**src/hw/rtl/cnwf_pkg.sv**
```systemverilog
package cnwf_pkg;

  // Field widths fixed by the interface.
  localparam int unsigned YearOutW = 12;
  localparam int unsigned MonthW   = 4;
  localparam int unsigned DayW     = 5;
  localparam int unsigned WdayW    = 3;
  localparam int unsigned CountW   = 3;
  localparam int unsigned CfgIdxW  = 2;
  localparam int unsigned CfgDataW = 4;

  // Default last year of the counting range.
  localparam int unsigned MaxYearDefault = 4095;

  // Reset date: Tuesday 1850-01-01.
  localparam int unsigned StartYear = 1850;
  localparam logic [6:0]  StartMod100 = 7'd50;
  localparam logic [8:0]  StartMod400 = 9'd250;
  localparam logic [MonthW-1:0] MonthJan = 4'd1;
  localparam logic [MonthW-1:0] MonthFeb = 4'd2;
  localparam logic [MonthW-1:0] MonthDec = 4'd12;
  localparam logic [DayW-1:0]   DayFirst = 5'd1;
  localparam logic [DayW-1:0]   DayLastDec = 5'd31;
  localparam logic [WdayW-1:0]  WdayMonday = 3'd1;
  localparam logic [WdayW-1:0]  WdayTuesday = 3'd2;
  localparam logic [WdayW-1:0]  WdaySunday = 3'd7;
  localparam logic [CountW-1:0] CountMax = 3'd7;

  // Configuration register indexes.
  localparam logic [CfgIdxW-1:0] CfgIdxMonth   = 2'd0;
  localparam logic [CfgIdxW-1:0] CfgIdxCount   = 2'd1;
  localparam logic [CfgIdxW-1:0] CfgIdxWeekday = 2'd2;

  typedef struct packed {
    logic [MonthW-1:0] month;
    logic [CountW-1:0] count;
    logic [WdayW-1:0]  weekday;
  } cnwf_cfg_t;

  typedef struct packed {
    logic [YearOutW-1:0] year;
    logic [MonthW-1:0]   month;
    logic [DayW-1:0]     day;
    logic [WdayW-1:0]    weekday;
    logic                is_target;
    logic                none_year;
  } cnwf_result_t;

  // Number of days in a month, given whether the year is a leap year.
  function automatic logic [DayW-1:0] month_len(input logic [MonthW-1:0] m, input logic leap);
    logic [DayW-1:0] len;
    if (m inside {4'd4, 4'd6, 4'd9, 4'd11}) begin
      len = 5'd30;
    end else if (m != MonthFeb) begin
      len = 5'd31;
    end else if (leap) begin
      len = 5'd29;
    end else begin
      len = 5'd28;
    end
    return len;
  endfunction

endpackage

```
**src/hw/rtl/cnwf_cfg.sv**
```systemverilog
module cnwf_cfg import cnwf_pkg::*; (
  input  logic                clk_i,
  input  logic                rst_ni,
  input  logic                wr_en_i,
  input  logic [CfgIdxW-1:0]  wr_index_i,
  input  logic [CfgDataW-1:0] wr_data_i,
  output cnwf_cfg_t           cfg_o
);

  cnwf_cfg_t cfg_q, cfg_d;

  // Decode the register index; unknown indexes are dropped.
  always_comb begin
    cfg_d = cfg_q;
    if (wr_en_i) begin
      case (wr_index_i)
        CfgIdxMonth:   cfg_d.month   = wr_data_i;
        CfgIdxCount:   cfg_d.count   = wr_data_i[CountW-1:0];
        CfgIdxWeekday: cfg_d.weekday = wr_data_i[WdayW-1:0];
        default:       cfg_d = cfg_q;
      endcase
    end
  end

  always_ff @(posedge clk_i or negedge rst_ni) begin
    if (!rst_ni) begin
      cfg_q.month   <= MonthJan;
      cfg_q.count   <= 3'd1;
      cfg_q.weekday <= WdayMonday;
    end else begin
      cfg_q <= cfg_d;
    end
  end

  assign cfg_o = cfg_q;

endmodule

```
**src/hw/rtl/cnwf_core.sv**
```systemverilog
module cnwf_core import cnwf_pkg::*; #(
  parameter int unsigned MaxYear = MaxYearDefault
) (
  input  logic         clk_i,
  input  logic         rst_ni,
  input  logic         step_i,
  input  logic         advance_i,
  input  cnwf_cfg_t    cfg_i,
  output cnwf_result_t res_o
);

  localparam int unsigned YearW = $clog2(MaxYear + 1);

  logic [YearW-1:0]  year_q, year_d;
  logic [6:0]        mod100_q, mod100_d;
  logic [8:0]        mod400_q, mod400_d;
  logic [MonthW-1:0] month_q, month_d;
  logic [DayW-1:0]   day_q, day_d;
  logic [WdayW-1:0]  wday_q, wday_d;
  logic [CountW-1:0] count_q, count_d;
  logic              found_q, found_d;

  logic              leap;
  logic [DayW-1:0]   mlen;
  logic              match;
  logic [CountW-1:0] count_inc;
  logic              hit;
  logic              found_next;
  logic              last_day;
  logic              at_end;

  // Leap year from the running year residues.
  assign leap = ((year_q[1:0] == 2'd0) && (mod100_q != 7'd0)) || (mod400_q == 9'd0);
  assign mlen = month_len(month_q, leap);

  // Occurrence counting for the wanted weekday in the wanted month.
  assign match      = (month_q == cfg_i.month) && (wday_q == cfg_i.weekday);
  assign count_inc  = (match && (count_q != CountMax)) ? count_q + 3'd1 : count_q;
  assign hit        = match && (count_inc == cfg_i.count) && !found_q;
  assign found_next = found_q | hit;
  assign last_day   = (month_q == MonthDec) && (day_q == DayLastDec);
  assign at_end     = last_day && (year_q >= YearW'(MaxYear));

  // Result of the current day.
  always_comb begin
    res_o.year      = year_q[YearOutW-1:0];
    res_o.month     = month_q;
    res_o.day       = day_q;
    res_o.weekday   = wday_q;
    res_o.is_target = hit;
    res_o.none_year = last_day && !found_next;
  end

  // Next date and counters.
  always_comb begin
    year_d   = year_q;
    mod100_d = mod100_q;
    mod400_d = mod400_q;
    month_d  = month_q;
    day_d    = day_q;
    wday_d   = wday_q;
    count_d  = count_q;
    found_d  = found_q;
    if (step_i && advance_i && !at_end) begin
      count_d = count_inc;
      found_d = found_next;
      wday_d  = (wday_q == WdaySunday) ? WdayMonday : wday_q + 3'd1;
      if (day_q == mlen) begin
        day_d = DayFirst;
        if (month_q == MonthDec) begin
          month_d  = MonthJan;
          year_d   = year_q + YearW'(1);
          mod100_d = (mod100_q == 7'd99) ? 7'd0 : mod100_q + 7'd1;
          mod400_d = (mod400_q == 9'd399) ? 9'd0 : mod400_q + 9'd1;
          count_d  = '0;
          found_d  = 1'b0;
        end else begin
          month_d = month_q + 4'd1;
        end
      end else begin
        day_d = day_q + 5'd1;
      end
    end
  end

  always_ff @(posedge clk_i or negedge rst_ni) begin
    if (!rst_ni) begin
      year_q   <= YearW'(StartYear);
      mod100_q <= StartMod100;
      mod400_q <= StartMod400;
      month_q  <= MonthJan;
      day_q    <= DayFirst;
      wday_q   <= WdayTuesday;
      count_q  <= '0;
      found_q  <= 1'b0;
    end else begin
      year_q   <= year_d;
      mod100_q <= mod100_d;
      mod400_q <= mod400_d;
      month_q  <= month_d;
      day_q    <= day_d;
      wday_q   <= wday_d;
      count_q  <= count_d;
      found_q  <= found_d;
    end
  end

  // The date always stays a real calendar date.
  a_month_range: assert property (@(posedge clk_i) disable iff (!rst_ni)
    (month_q >= MonthJan) && (month_q <= MonthDec))
    else $error("month out of range");

  a_day_range: assert property (@(posedge clk_i) disable iff (!rst_ni)
    (day_q >= DayFirst) && (day_q <= mlen))
    else $error("day beyond month length");

  // A day advance always moves the weekday on.
  a_wday_moves: assert property (@(posedge clk_i) disable iff (!rst_ni)
    (step_i && advance_i && !at_end) |=> (wday_q != $past(wday_q)))
    else $error("weekday did not advance");

endmodule

```
**src/hw/rtl/cnwf_out_buf.sv**
```systemverilog
module cnwf_out_buf import cnwf_pkg::*; (
  input  logic         clk_i,
  input  logic         rst_ni,
  input  logic         push_i,
  input  cnwf_result_t data_i,
  output logic         full_o,
  output logic         valid_o,
  input  logic         stall_i,
  output cnwf_result_t data_o
);

  logic         out_valid_q;
  logic         skid_valid_q;
  cnwf_result_t out_q;
  cnwf_result_t skid_q;
  logic         pop;

  assign pop = out_valid_q && !stall_i;

  // Output register with one skid entry behind it.
  always_ff @(posedge clk_i or negedge rst_ni) begin
    if (!rst_ni) begin
      out_valid_q  <= 1'b0;
      skid_valid_q <= 1'b0;
    end else if (skid_valid_q) begin
      if (pop) begin
        skid_valid_q <= 1'b0;
      end
    end else if (push_i) begin
      if (out_valid_q && !pop) begin
        skid_valid_q <= 1'b1;
      end else begin
        out_valid_q <= 1'b1;
      end
    end else if (pop) begin
      out_valid_q <= 1'b0;
    end
  end

  // Payload registers carry no reset.
  always_ff @(posedge clk_i) begin
    if (skid_valid_q) begin
      if (pop) begin
        out_q <= skid_q;
      end
    end else if (push_i) begin
      if (out_valid_q && !pop) begin
        skid_q <= data_i;
      end else begin
        out_q <= data_i;
      end
    end
  end

  assign full_o  = skid_valid_q;
  assign valid_o = out_valid_q;
  assign data_o  = out_q;

  a_skid_behind_out: assert property (@(posedge clk_i) disable iff (!rst_ni)
    skid_valid_q |-> out_valid_q)
    else $error("skid entry held without output entry");

  a_skid_fills: assert property (@(posedge clk_i) disable iff (!rst_ni)
    (push_i && out_valid_q && stall_i) |=> skid_valid_q)
    else $error("item lost while output stalled");

  a_drain_empties: assert property (@(posedge clk_i) disable iff (!rst_ni)
    (pop && !skid_valid_q && !push_i) |=> !out_valid_q)
    else $error("item repeated after being taken");

endmodule

```
**src/hw/rtl/calendar_nth_weekday_finder_top.sv**
```systemverilog
// Gregorian day counter that starts at Tuesday 1850-01-01 and reports, for every input item,
// the current date, its weekday, whether it is the configured nth weekday of the configured
// month, and on 31 December whether no such day occurred that year; advance_i = 1 then moves
// the date on by one day, and the counter holds at 31 December of MaxYear. The block takes one
// item per clock cycle unless in_stall_o is high: the whole update is one pass of logic from the
// date registers into the output register, or into the skid entry while the output is stalled.
// A two-entry output buffer lets an item be accepted while an earlier result is still stalled;
// in_stall_o rises only when both entries are full. Configuration writes are always ready and
// take effect from the next item; they belong to idle periods.
module calendar_nth_weekday_finder_top import cnwf_pkg::*; #(
  parameter int unsigned MaxYear = MaxYearDefault
) (
  input  logic                clk_i,
  input  logic                rst_ni,
  // Configuration write channel.
  input  logic                cfg_valid_i,
  output logic                cfg_ready_o,
  input  logic [CfgIdxW-1:0]  cfg_index_i,
  input  logic [CfgDataW-1:0] cfg_data_i,
  // Input item channel.
  input  logic                in_valid_i,
  output logic                in_stall_o,
  input  logic                advance_i,
  // Result item channel.
  output logic                out_valid_o,
  input  logic                out_stall_i,
  output logic [YearOutW-1:0] cur_year_o,
  output logic [MonthW-1:0]   cur_month_o,
  output logic [DayW-1:0]     cur_day_o,
  output logic [WdayW-1:0]    cur_weekday_o,
  output logic                is_target_day_o,
  output logic                none_this_year_o
);

  cnwf_cfg_t    cfg;
  cnwf_result_t core_res;
  cnwf_result_t out_res;
  logic         buf_full;
  logic         in_accept;

  assign cfg_ready_o = 1'b1;
  assign in_stall_o  = buf_full;
  assign in_accept   = in_valid_i && !buf_full;

  // Target registers.
  cnwf_cfg u_cfg (
    .clk_i      (clk_i),
    .rst_ni     (rst_ni),
    .wr_en_i    (cfg_valid_i && cfg_ready_o),
    .wr_index_i (cfg_index_i),
    .wr_data_i  (cfg_data_i),
    .cfg_o      (cfg)
  );

  // Date state and day evaluation.
  cnwf_core #(
    .MaxYear (MaxYear)
  ) u_core (
    .clk_i     (clk_i),
    .rst_ni    (rst_ni),
    .step_i    (in_accept),
    .advance_i (advance_i),
    .cfg_i     (cfg),
    .res_o     (core_res)
  );

  // Result register and skid entry.
  cnwf_out_buf u_out_buf (
    .clk_i   (clk_i),
    .rst_ni  (rst_ni),
    .push_i  (in_accept),
    .data_i  (core_res),
    .full_o  (buf_full),
    .valid_o (out_valid_o),
    .stall_i (out_stall_i),
    .data_o  (out_res)
  );

  assign cur_year_o       = out_res.year;
  assign cur_month_o      = out_res.month;
  assign cur_day_o        = out_res.day;
  assign cur_weekday_o    = out_res.weekday;
  assign is_target_day_o  = out_res.is_target;
  assign none_this_year_o = out_res.none_year;

endmodule

```
**config.mk**
```make
export PLATFORM = sky130hd
export DESIGN_NAME = calendar_nth_weekday_finder_top
export DESIGN_NICKNAME = d
export VERILOG_FILES = /design/src/hw/rtl/cnwf_pkg.sv /design/src/hw/rtl/cnwf_cfg.sv /design/src/hw/rtl/cnwf_core.sv /design/src/hw/rtl/cnwf_out_buf.sv /design/src/hw/rtl/calendar_nth_weekday_finder_top.sv
export SDC_FILE = /design/constraint.sdc
export NUM_CORES = 1
export LEC_CHECK = 0
export BUFFER_PORTS_ARGS = -buffer_cell sky130_fd_sc_hd__buf_2
export CORE_ASPECT_RATIO = 1.25
export CORE_MARGIN = 2
export CORE_UTILIZATION = 60
export DETAILED_ROUTE_END_ITERATION = 6
export PLACE_DENSITY = 0.87
export SLEW_MARGIN = 20
export SYNTH_ARGS = -nofsm -noshare
export SYNTH_HDL_FRONTEND = slang
export SYNTH_SLANG_ARGS = --single-unit
```
**constraint.sdc**
```tcl
create_clock -name clk_i -period 5.4 [get_ports clk_i]
set_input_delay 0.54 -clock clk_i [delete_from_list [all_inputs] [get_ports clk_i]]
set_output_delay 0.54 -clock clk_i [all_outputs]
set_load 0.02 [all_outputs]
```
==> impl_metrics.toml, run 1 <==
[clock_network]
htreeDepth = 3
numCtsBuffers = 9
clockBufferDepth = 2
tritoncts = "built"
cts_hold_buf = 0
path_clk_slew_ns = 0.09
clock_latency_ns = 0.38
cts_resized = 0
post_cts_buffers = 0
ctsRootBufferMaster = "clkbuf_8"
numClockSinks = 108

[setup_path]
crit_chain = "inv_1 > ha_1 > nor3b_1 > mux2_2 > a2111oi_1 > mux2i_2 > mux2_1"
startpoint_type = "register"
r2r_setup_slack_ns = 2.68
path_class = "register to register"
crit_slowest_cell = "mux2_2"
critPathMaxStageDelay_ns = 0.43
ff2ff_path_depth = 7
worst_ep_arrival_time_ns = 2.97
critPathMaxFanout = 7
worst_r2r_endpoint = "u_core.month_q[1]"
cp-end-kind = "register"
timing.rr.start = "u_core.month_q[0]"
cp_data_required_time_ns = 5.65
cp_num_buf_inv = 1
critPathTopFamily = "multiplexers"

[synth]
synthArstFlopShare = 0.519
synth-edff-count = 52
synth_xor_area_frac = 0.0493
synth_compound_area_frac = 0.0702
ys_ff_latch = 108
synth_top_family_by_area = "simple AND/OR/NAND/NOR gates"
synth-adder-area-share = 0.0403
syn-cell-area_um2 = 4970
postSynthAreaPerCell_um2 = 12.9
synth_top_area_frac = 0.314
synth_cell_type_count = 52
yosysTopAreaCell = "edfxtp_1"
synth_mux_area_frac = 0.0881
syn-num-nets = 415
synthSimpleGateAreaFrac = 0.130
ys.flop_type = "edfxtp_1"
synthCells = 387
yosysSeqAreaShare = 0.601
synth_area_leaders = "edfxtp_1 31%, dfrtp_1 17%, dfstp_2 12%, mux2_2 7.2%, ha_1 4.0%"
ys_warn_count = 0

[grt]
grt_max_degree = 57
overflow = 0
grt_use_total = 0.206
gr-usage-met3 = 0.0313
antenna_found_initial = 0
met2_usage = 0.343
grt_pass1_vias = 3081
use_met1 = 0.254
grt_pass1_wl_um = 14500
gr-max-usage-layer = "met2"

[floorplanning]
dieArea_um2 = 9040
coreArea_um2 = 8150
io_pins = 41
start_util = 0.610
std_cell_rows = 37
dieWidth_um = 85.4
die_h_um = 106

[placed_design]
gp_congestion = 0.871
numPortBuffers = 39
dpl.hpwl_um = 6040

[detailed_routing]
vias = 3135
drt.antenna.violating_nets = 0
wl_um = 8660
drt-initial-drc-count = 186
detail_route.first_pass.iterations = 4
wl_per_cell_um = 16.2
routed_via_density = 5.88
drc = 0

[timing]
tns_ns = 0
relSlewSlack = 0.529
rsz0062_at_grt = "no"
fin_skew_ns = 0.0154
timing.final.hold_violations = 0
timing.final.crit_share = 0.503
drv_slew = 0
worst_slew_pin_slew_ns = 0.706
fin_crit_ns = 2.72
fmax_ghz = 0.368
setup_viol = 0

[cells_and_area]
area_growth_pct = 10.1
antenna_cells = 0
drive_gt1_frac = 0.284
finish.utilization = 0.672
fin_nets = 459

[hold_path]
hold_path_class = "input port to async pin"

[flow_run]
cap_violations = 0

[status]
status = "completed"

[pwr]
leakagePower_nw = 2.18
p_per_area_nw_per_um2 = 425
ir_drop_mv = 0.376
-- worst register-to-register path: stages, from the launching register on --
cell and delay (ns):
dfstp_2 0.41, inv_1 0.16, ha_1 0.19, nor3b_1 0.42
mux2_2 0.43, a2111oi_1 0.43, mux2i_2 0.22, mux2_1 0.35
-- state kept, by name, indices dropped and copies added, names as in the netlist --
name,cells
u_core.mod100_q,7
u_core.month_q,4
u_out_buf.data_o,26
u_core.count_q,3
u_core.day_q,5
u_core.mod400_q,9
u_core.wday_q,3
u_core.year_q,12
u_core.found_q,1
u_out_buf.full_o,1
u_out_buf.valid_o,1
u_out_buf.skid_q,26
u_cfg.cfg_o,10
-- cell usage in the layout (no fill, tap or decap), drive strengths merged, types with 6 or more instances in the layout --
cell,netlist,routed
mux2,35,35
buf,5,43
xnor2,22,22
a21oi,7,7
o21ai,23,23
nand2,35,35
inv,11,13
edfxtp,52,52
xor2,6,6
nand3,12,12
ha,16,16
clkbuf,5,10
nor2,22,22
dfrtp,34,34
nand2b,6,6
nand4,14,14
dfstp,22,22
and3,6,6
-- cell families after synthesis --
family                   count (synthesis)
adder cells (fa/ha/maj)                 16
AO/OA/AOI/OAI                           53
flip-flops                             108
other                                    1
AND/OR/NAND/NOR                        121
XOR/XNOR                                28
multiplexers                            39
buffers and inverters                   21
-- worst max path at each step --
stage | start | endpoint | depth (start not counted)
final | u_core.month_q[0] | u_core.month_q[1] | 7
after global routing | u_core.month_q[0] | u_core.month_q[1] | 7
after CTS | u_core.month_q[0] | u_core.month_q[1] | 7
after detailed placement | u_core.month_q[0] | u_core.month_q[1] | 7
after global placement | u_core.day_q[0] | u_core.count_q[2] | 9
after floorplan | u_out_buf.full_o | u_out_buf.data_o[0] | 4
-- cells in the mapped netlist (2+ instances only) --
| cell | n |
|---|---|
| nor3b_1 | 2 |
| clkbuf_1 | 5 |
| xnor2_1 | 22 |
| nor4_1 | 2 |
| nand3b_1 | 5 |
| o21ai_0 | 20 |
| buf_6 | 2 |
| nand4_1 | 14 |
| edfxtp_1 | 52 |
| mux2_1 | 3 |
| a21o_1 | 4 |
| a21oi_1 | 7 |
| mux2i_1 | 3 |
| buf_2 | 2 |
| or3_1 | 2 |
| nand3_1 | 12 |
| nand2b_1 | 6 |
| nand2_1 | 34 |
| o31ai_1 | 5 |
| nor2_1 | 21 |
| mux2_2 | 32 |
| dfstp_2 | 22 |
| dfrtp_1 | 34 |
| and3_1 | 6 |
| a31oi_1 | 5 |
| xor2_1 | 6 |
| a2111oi_1 | 2 |
| o21ai_1 | 3 |
| inv_1 | 11 |
| ha_1 | 16 |
| nor3_1 | 5 |
| nand4b_1 | 2 |
-- power breakdown --
part | total (mW) | switching, mW | internal, mW
combinational | 0.623 | 0.381 | 0.242
sequential | 1.20 | 0.110 | 1.09
clock | 0.501 | 0.270 | 0.231
-- final cells by class --
class	count	area, µm²
clock buffers	10	138
clock inverters	6	70.1
fillers	532	2670
inverters	11	41.3
multi-input cells	258	1890
flip-flops and latches	108	2990
well taps	97	121
repair buffers	43	225
-- metrics by stage --
step / power, mW / hold WS [ns] / instance area (µm²) / worst slack, ns / cells
floorplan: 1.65 / 0.244 / 4970 / 2.01 / 387
CTS: 2.35 / 0.312 / 5480 / 2.67 / 533
detailed placement: 1.85 / 0.496 / 5270 / 2.69 / 517
global route: 2.45 / 0.357 / 5480 / 2.36 / 533
global placement: 1.81 / 0.490 / 5270 / 2.81 / 517
finish: 2.33 / 0.283 / 5480 / 2.68 / 533
-- layer usage --
| layer | up-vias | wire length (µm) |
|---|---|---|
| met5 | - | 0 |
| met4 | 0 | 242 |
| met3 | 14 | 262 |
| met2 | 59 | 4470 |
| met1 | 1563 | 3680 |
| li1 | 1499 | - |
Note: power is estimated with default switching activity, not from simulation.
==> run 2, diff against run 1 <==
--- a/config.mk
+++ b/config.mk
@@ -5,6 +5,7 @@
 export SDC_FILE = /design/constraint.sdc
 export NUM_CORES = 1
 export LEC_CHECK = 0
+export ABC_AREA = 1
 export BUFFER_PORTS_ARGS = -buffer_cell sky130_fd_sc_hd__buf_2
 export CORE_ASPECT_RATIO = 1.25
 export CORE_MARGIN = 2
==> constraint.sdc (replaced) <==
create_clock -name clk_i -period 2.8 [get_ports clk_i]
set_input_delay 0.28 -clock clk_i [delete_from_list [all_inputs] [get_ports clk_i]]
set_output_delay 0.28 -clock clk_i [all_outputs]
set_load 0.02 [all_outputs]
==> run 2 against run 1 <==
Register-to-register slack worse by 2.4 ns. Highest routed layer unchanged. Count of clock-buffer cells in the layout is 3 higher. Largest power group unchanged. Synthesized area is 5.1% higher. Flip-flop and latch count stayed put. Power is 100% higher. Routed wire length is 16% higher. Final cell count is 29% higher. Sequential share of layout area is 2.1 points lower. Critical endpoint is now u_core.mod400_q[2]. Combinational power is 130% higher. Critical path type unchanged.
==> impl_metrics.toml, run 2 <==
[flow_run]
cap_violations = 0

[grt]
overflow = 0
antenna_found_initial = 0
grt_use_total = 0.228
grt_max_degree = 57
grt_pass1_vias = 3731
grt_pass1_wl_um = 16800

[pwr]
p_per_area_nw_per_um2 = 816
leakagePower_nw = 2.52
ir_drop_mv = 0.344

[cells_and_area]
drive_gt1_frac = 0.171
finish.instance_area_um2 = 5700
fin_nets = 612
area_growth_pct = 8.98
final_common_cell = "nand2_1"
antenna_cells = 0
final_cell_mix = "123 x nand2_1, 71 x inv_1, 57 x o21ai_0, 52 x edfxtp_1, 44 x nand3_1"

[setup_path]
worst_ep_arrival_time_ns = 2.75
crit_slowest_cell = "dfstp_2"
startpoint_type = "register"
path_class = "register to register"
worst_path_most_repeated_cell = "inv_4"
crit_chain = "inv_1 > ha_1 > nand3_2 > inv_4 > nand2_2 > nor3_2 > a21oi_2 > inv_4 > nor2_4 > nand2_4 > nand2_1 > o21ai_2"
cp_data_required_time_ns = 3.06
critPathMaxFanout = 17
cp-end-kind = "register"
r2r_setup_slack_ns = 0.31
critPathMaxStageDelay_ns = 0.59

[detailed_routing]
drt.antenna.violating_nets = 0
wl_per_cell_um = 14.6
detail_route.first_pass.iterations = 6
routed_via_density = 5.57
wl_um = 10100
drc = 0
vias = 3841
drt-initial-drc-count = 256

[clock_network]
htreeDepth = 3
clock_latency_ns = 0.37
numClockSinks = 108
numCtsBuffers = 9
tritoncts = "built"
clockBufferDepth = 2
post_cts_buffers = 0
cts_resized = 0
ctsRootBufferMaster = "clkbuf_8"
cts_hold_buf = 0
path_clk_slew_ns = 0.09

[synth]
syn-num-nets = 569
synth_cell_type_count = 37
yosys-top-cells-count = "123 x nand2_1, 71 x inv_1, 57 x o21ai_0, 52 x edfxtp_1, 44 x nand3_1"
postSynthAreaPerCell_um2 = 9.66
ys_ff_latch = 108
synth-edff-count = 52
ys_warn_count = 0
yosysTopAreaCell = "edfxtp_1"
ys.flop_type = "edfxtp_1"
synthCells = 541
yosysSeqAreaShare = 0.572
synth_area_leaders = "edfxtp_1 30%, dfrtp_1 16%, dfstp_2 11%, nand2_1 8.8%, o21ai_0 5.5%"
synthArstFlopShare = 0.519
synth_most_common_cell = "nand2_1"
synth_top_area_frac = 0.299
syn-cell-area_um2 = 5230

[timing]
timing.final.crit_share = 0.890
setup_viol = 0
worst_slew_pin_slew_ns = 0.723
timing.final.hold_violations = 0
fin_crit_ns = 2.49
fin_skew_ns = 0.00896
tns_ns = 0
rsz0062_at_grt = "no"
drv_slew = 0
relSlewSlack = 0.518
fmax_ghz = 0.401

[floorplanning]
std_cell_rows = 38
io_pins = 41
coreArea_um2 = 8560
start_util = 0.611
dieArea_um2 = 9480
dieWidth_um = 87.5
die_h_um = 108

[placed_design]
gp_congestion = 0.916
placed_cell_area_um2 = 5520
dpl.hpwl_um = 7270
numPortBuffers = 39

[hold_path]
hold_path_class = "input port to async pin"

[status]
status = "completed"
==> run 2: final timing paths <==
path                                   start                    to  cells after the start
min reg2reg                 u_core.year_q[2]  u_out_buf.skid_q[16]                      0
min                                   rst_ni      u_core.year_q[6]                      2
max reg2reg                u_core.month_q[0]    u_core.mod400_q[2]                     12
max                        u_core.month_q[0]    u_core.mod400_q[2]                     12
max in group asynchronous             rst_ni        u_cfg.cfg_o[2]                      2
min in group clk_i             cfg_data_i[3]        u_cfg.cfg_o[9]                      3
==> run 2: area by class of cell <==
cell class,count,area (µm²)
clock buffers,13,139
clock inverters,3,37.5
fillers,582,2860
inverters,73,279
multi-input cells,348,1890
flip-flops and latches,108,2990
well taps,100,125
repair buffers,44,233
==> run 2: routing by layer <==
metal	part of all wire	vias up	global-route usage
met5	0	-	0
met4	0.029	0	0.0989
met3	0.043	27	0.0321
met2	0.52	124	0.399
met1	0.41	1817	0.278
li1	-	1873	-
==> run 2: cells by family (layout without fill, tap and decap cells) <==
| family | count (synthesis) | in the layout | share of synthesized area |
|---|---|---|---|
| AOI/OAI and AO/OA | 82 | 82 | 0.0869 |
| xor gates and xnor gates | 22 | 22 | 0.0369 |
| adders and majority gates | 16 | 16 | 0.0383 |
| buffers and inverters | 85 | 133 | 0.0670 |
| DFF | 108 | 108 | 0.572 |
| other | 1 | 1 | 0.000717 |
| and+or+nand+nor | 227 | 227 | 0.198 |
==> run 2: report_power, final <==
group | internal [mW] | switching [mW] | leakage, nW | total (mW)
Clock | 0.410 | 0.484 | 0.0867 | 0.894
Combinational | 0.433 | 0.980 | 1.34 | 1.41
Sequential | 2.14 | 0.206 | 1.10 | 2.34
==> run 2: worst max-delay path, delay by kind of cell (launching register included) <==
family / cells / cell delay [ns]
compound gates: 2 / 0.36
fa+ha+maj: 1 / 0.24
buf+inv: 3 / 0.29
flops: 1 / 0.59
simple gates: 6 / 0.87
==> run 2: metrics by stage <==
step / setup WS (ns) / total power [mW] / cells / hold slack (ns) / utilization
5_1_grt: 0.114 / 4.92 / 689 / 0.0932 / 0.666
3_5_place_dp: 0.339 / 3.79 / 673 / 0.468 / 0.645
2_1_floorplan: 0.131 / 3.33 / 541 / -0.0156 / -
3_3_place_gp: 0.489 / 3.69 / 673 / 0.458 / 0.645
6_report: 0.309 / 4.65 / 689 / 0.0416 / 0.666
4_1_cts: 0.324 / 4.66 / 689 / 0.0684 / 0.666
==> run 3, diff against run 2 <==
--- a/config.mk
+++ b/config.mk
@@ -6,7 +6,7 @@
 export NUM_CORES = 1
 export LEC_CHECK = 0
 export ABC_AREA = 1
-export BUFFER_PORTS_ARGS = -buffer_cell sky130_fd_sc_hd__buf_2
+export BUFFER_PORTS_ARGS = -buffer_cell sky130_fd_sc_hd__buf_4
 export CORE_ASPECT_RATIO = 1.25
 export CORE_MARGIN = 2
 export CORE_UTILIZATION = 60
==> run 3 against run 2 <==
Power rose by 4.7%. Combinational power grew 9.9%. Largest power group unchanged. Routed wire length is 4.7% higher.
==> impl_metrics.toml, run 3 (synthesis results as in run 2) <==
[timing]
timing.final.crit_share = 0.903
drv_slew = 0
fin_skew_ns = 0.00539
fin_crit_ns = 2.53
rsz0062_at_grt = "no"
timing.final.hold_violations = 0
relSlewSlack = 0.510
fmax_ghz = 0.396
worst_slew_pin_slew_ns = 0.734
tns_ns = 0
setup_viol = 0

[grt]
grt_use_total = 0.232
antenna_found_initial = 0
grt_max_degree = 57
overflow = 0
grt_pass1_wl_um = 17200
grt_pass1_vias = 3691

[clock_network]
post_cts_buffers = 0
numClockSinks = 108
clockBufferDepth = 2
ctsRootBufferMaster = "clkbuf_8"
cts_hold_buf = 1
path_clk_slew_ns = 0.10
tritoncts = "built"
htreeDepth = 3
numCtsBuffers = 9
cts_resized = 0
clock_latency_ns = 0.38

[floorplanning]
std_cell_rows = 38
die_h_um = 108
dieWidth_um = 87.5
start_util = 0.611
coreArea_um2 = 8560
dieArea_um2 = 9480
io_pins = 41

[setup_path]
cp-end-kind = "register"
critPathMaxFanout = 27
r2r_setup_slack_ns = 0.27
crit_slowest_cell = "dfstp_2"
critPathMaxStageDelay_ns = 0.60
cp_num_buf_inv = 2
crit_chain = "inv_1 > ha_1 > nand3_2 > inv_4 > nand2_2 > nor3_2 > a21oi_2 > nand2_4 > nor2_8 > nand2_1 > xor2_1"
worst_ep_arrival_time_ns = 2.79
path_class = "register to register"
cp_data_required_time_ns = 3.06
critPathTopFamily = "simple AND/OR/NAND/NOR gates"
startpoint_type = "register"

[detailed_routing]
drt.antenna.violating_nets = 0
routed_via_density = 5.62
drt-initial-drc-count = 324
detail_route.first_pass.iterations = 5
wl_um = 10600
drc = 0
vias = 3871
wl_per_cell_um = 15.3

[cells_and_area]
final_cells = 689
drive_gt1_frac = 0.178
area_growth_pct = 11.4
fill_cells = 599
fin_nets = 612
final_cell_mix = "123 x nand2_1, 71 x inv_1, 57 x o21ai_0, 52 x edfxtp_1, 44 x nand3_1"
finish.utilization = 0.680
final_common_cell = "nand2_1"
antenna_cells = 0

[placed_design]
numPortBuffers = 39
place_inst = 672
gp_congestion = 0.946
dpl.hpwl_um = 7350

[status]
status = "completed"

[pwr]
p_seq_frac = 0.486
power_frac_comb = 0.318
ir_drop_mv = 0.296
swShare = 0.362
p_per_area_nw_per_um2 = 836
clockPowerShare = 0.196
p_int_mw = 3.11
leakagePower_nw = 2.57
p_sw_mw = 1.76

[flow_run]
cap_violations = 0

[hold_path]
hold_path_class = "input port to register"
## run 3: cell types whose count changed in the layout (fill, tap and decap cells not counted), sizes merged
cell,delta
clkbuf,-3
clkinvlp,+1
dlygate4sd3,+1
buf,-1
clkinv,+2
## run 3: power groups by stage
stage	clock [mW]	sequential (mW)	combinational, mW
6_report	0.956	2.36	1.55
4_1_cts	0.963	2.36	1.54
2_1_floorplan	0	2.57	0.758
3_5_place_dp	0	2.40	1.52
3_3_place_gp	0	2.36	1.44
5_1_grt	1.01	2.40	1.70
## run 3: worst reg2reg max path, stage by stage, from the launching register on
cell and delay, ns:
dfstp_2 0.60, inv_1 0.11, ha_1 0.24, nand3_2 0.12, inv_4 0.08, nand2_2 0.09
nor3_2 0.05, a21oi_2 0.31, nand2_4 0.14, nor2_8 0.35, nand2_1 0.16, xor2_1 0.18
## run 3: layout make-up
type                    instances  area, µm²  area share
flip-flops and latches        108       2990       0.514
multi-input cells             348       1890       0.325
repair buffers                 44        333      0.0572
inverters                      73        279      0.0479
clock buffers                  10        138      0.0236
well taps                     100        125      0.0215
clock inverters                 6       63.8      0.0110
## run 3: through the flow
step	total power, mW	setup slack [ns]	hold WS (ns)	area, µm²
after CTS	4.87	0.263	0.162	5820
after global routing	5.11	0.123	0.177	5820
after floorplan	3.33	0.131	-0.0156	5230
final	4.87	0.272	0.169	5820
after global placement	3.80	0.486	0.378	5610
after detailed placement	3.92	0.299	0.382	5610
## run 3: metal layers
| metal | part of all wire | vias to the layer above | global-route usage | wire length [µm] |
|---|---|---|---|---|
| li1 | - | 1860 | - | - |
| met1 | 0.41 | 1847 | 0.287 | 4310 |
| met2 | 0.52 | 136 | 0.398 | 5520 |
| met3 | 0.043 | 28 | 0.0420 | 458 |
| met4 | 0.025 | 0 | 0.0934 | 263 |
| met5 | 0 | - | 0 | 0 |
## run 3: final timing paths
path	start	endpoint	depth (start not counted)
max	u_core.month_q[0]	u_core.year_q[6]	11
min	cfg_data_i[3]	u_cfg.cfg_o[9]	3
max reg2reg	u_core.month_q[0]	u_core.year_q[6]	11
min reg2reg	u_core.year_q[2]	u_out_buf.skid_q[16]	0
max in group asynchronous	rst_ni	u_core.count_q[1]	2
min in group asynchronous	rst_ni	u_core.year_q[6]	2
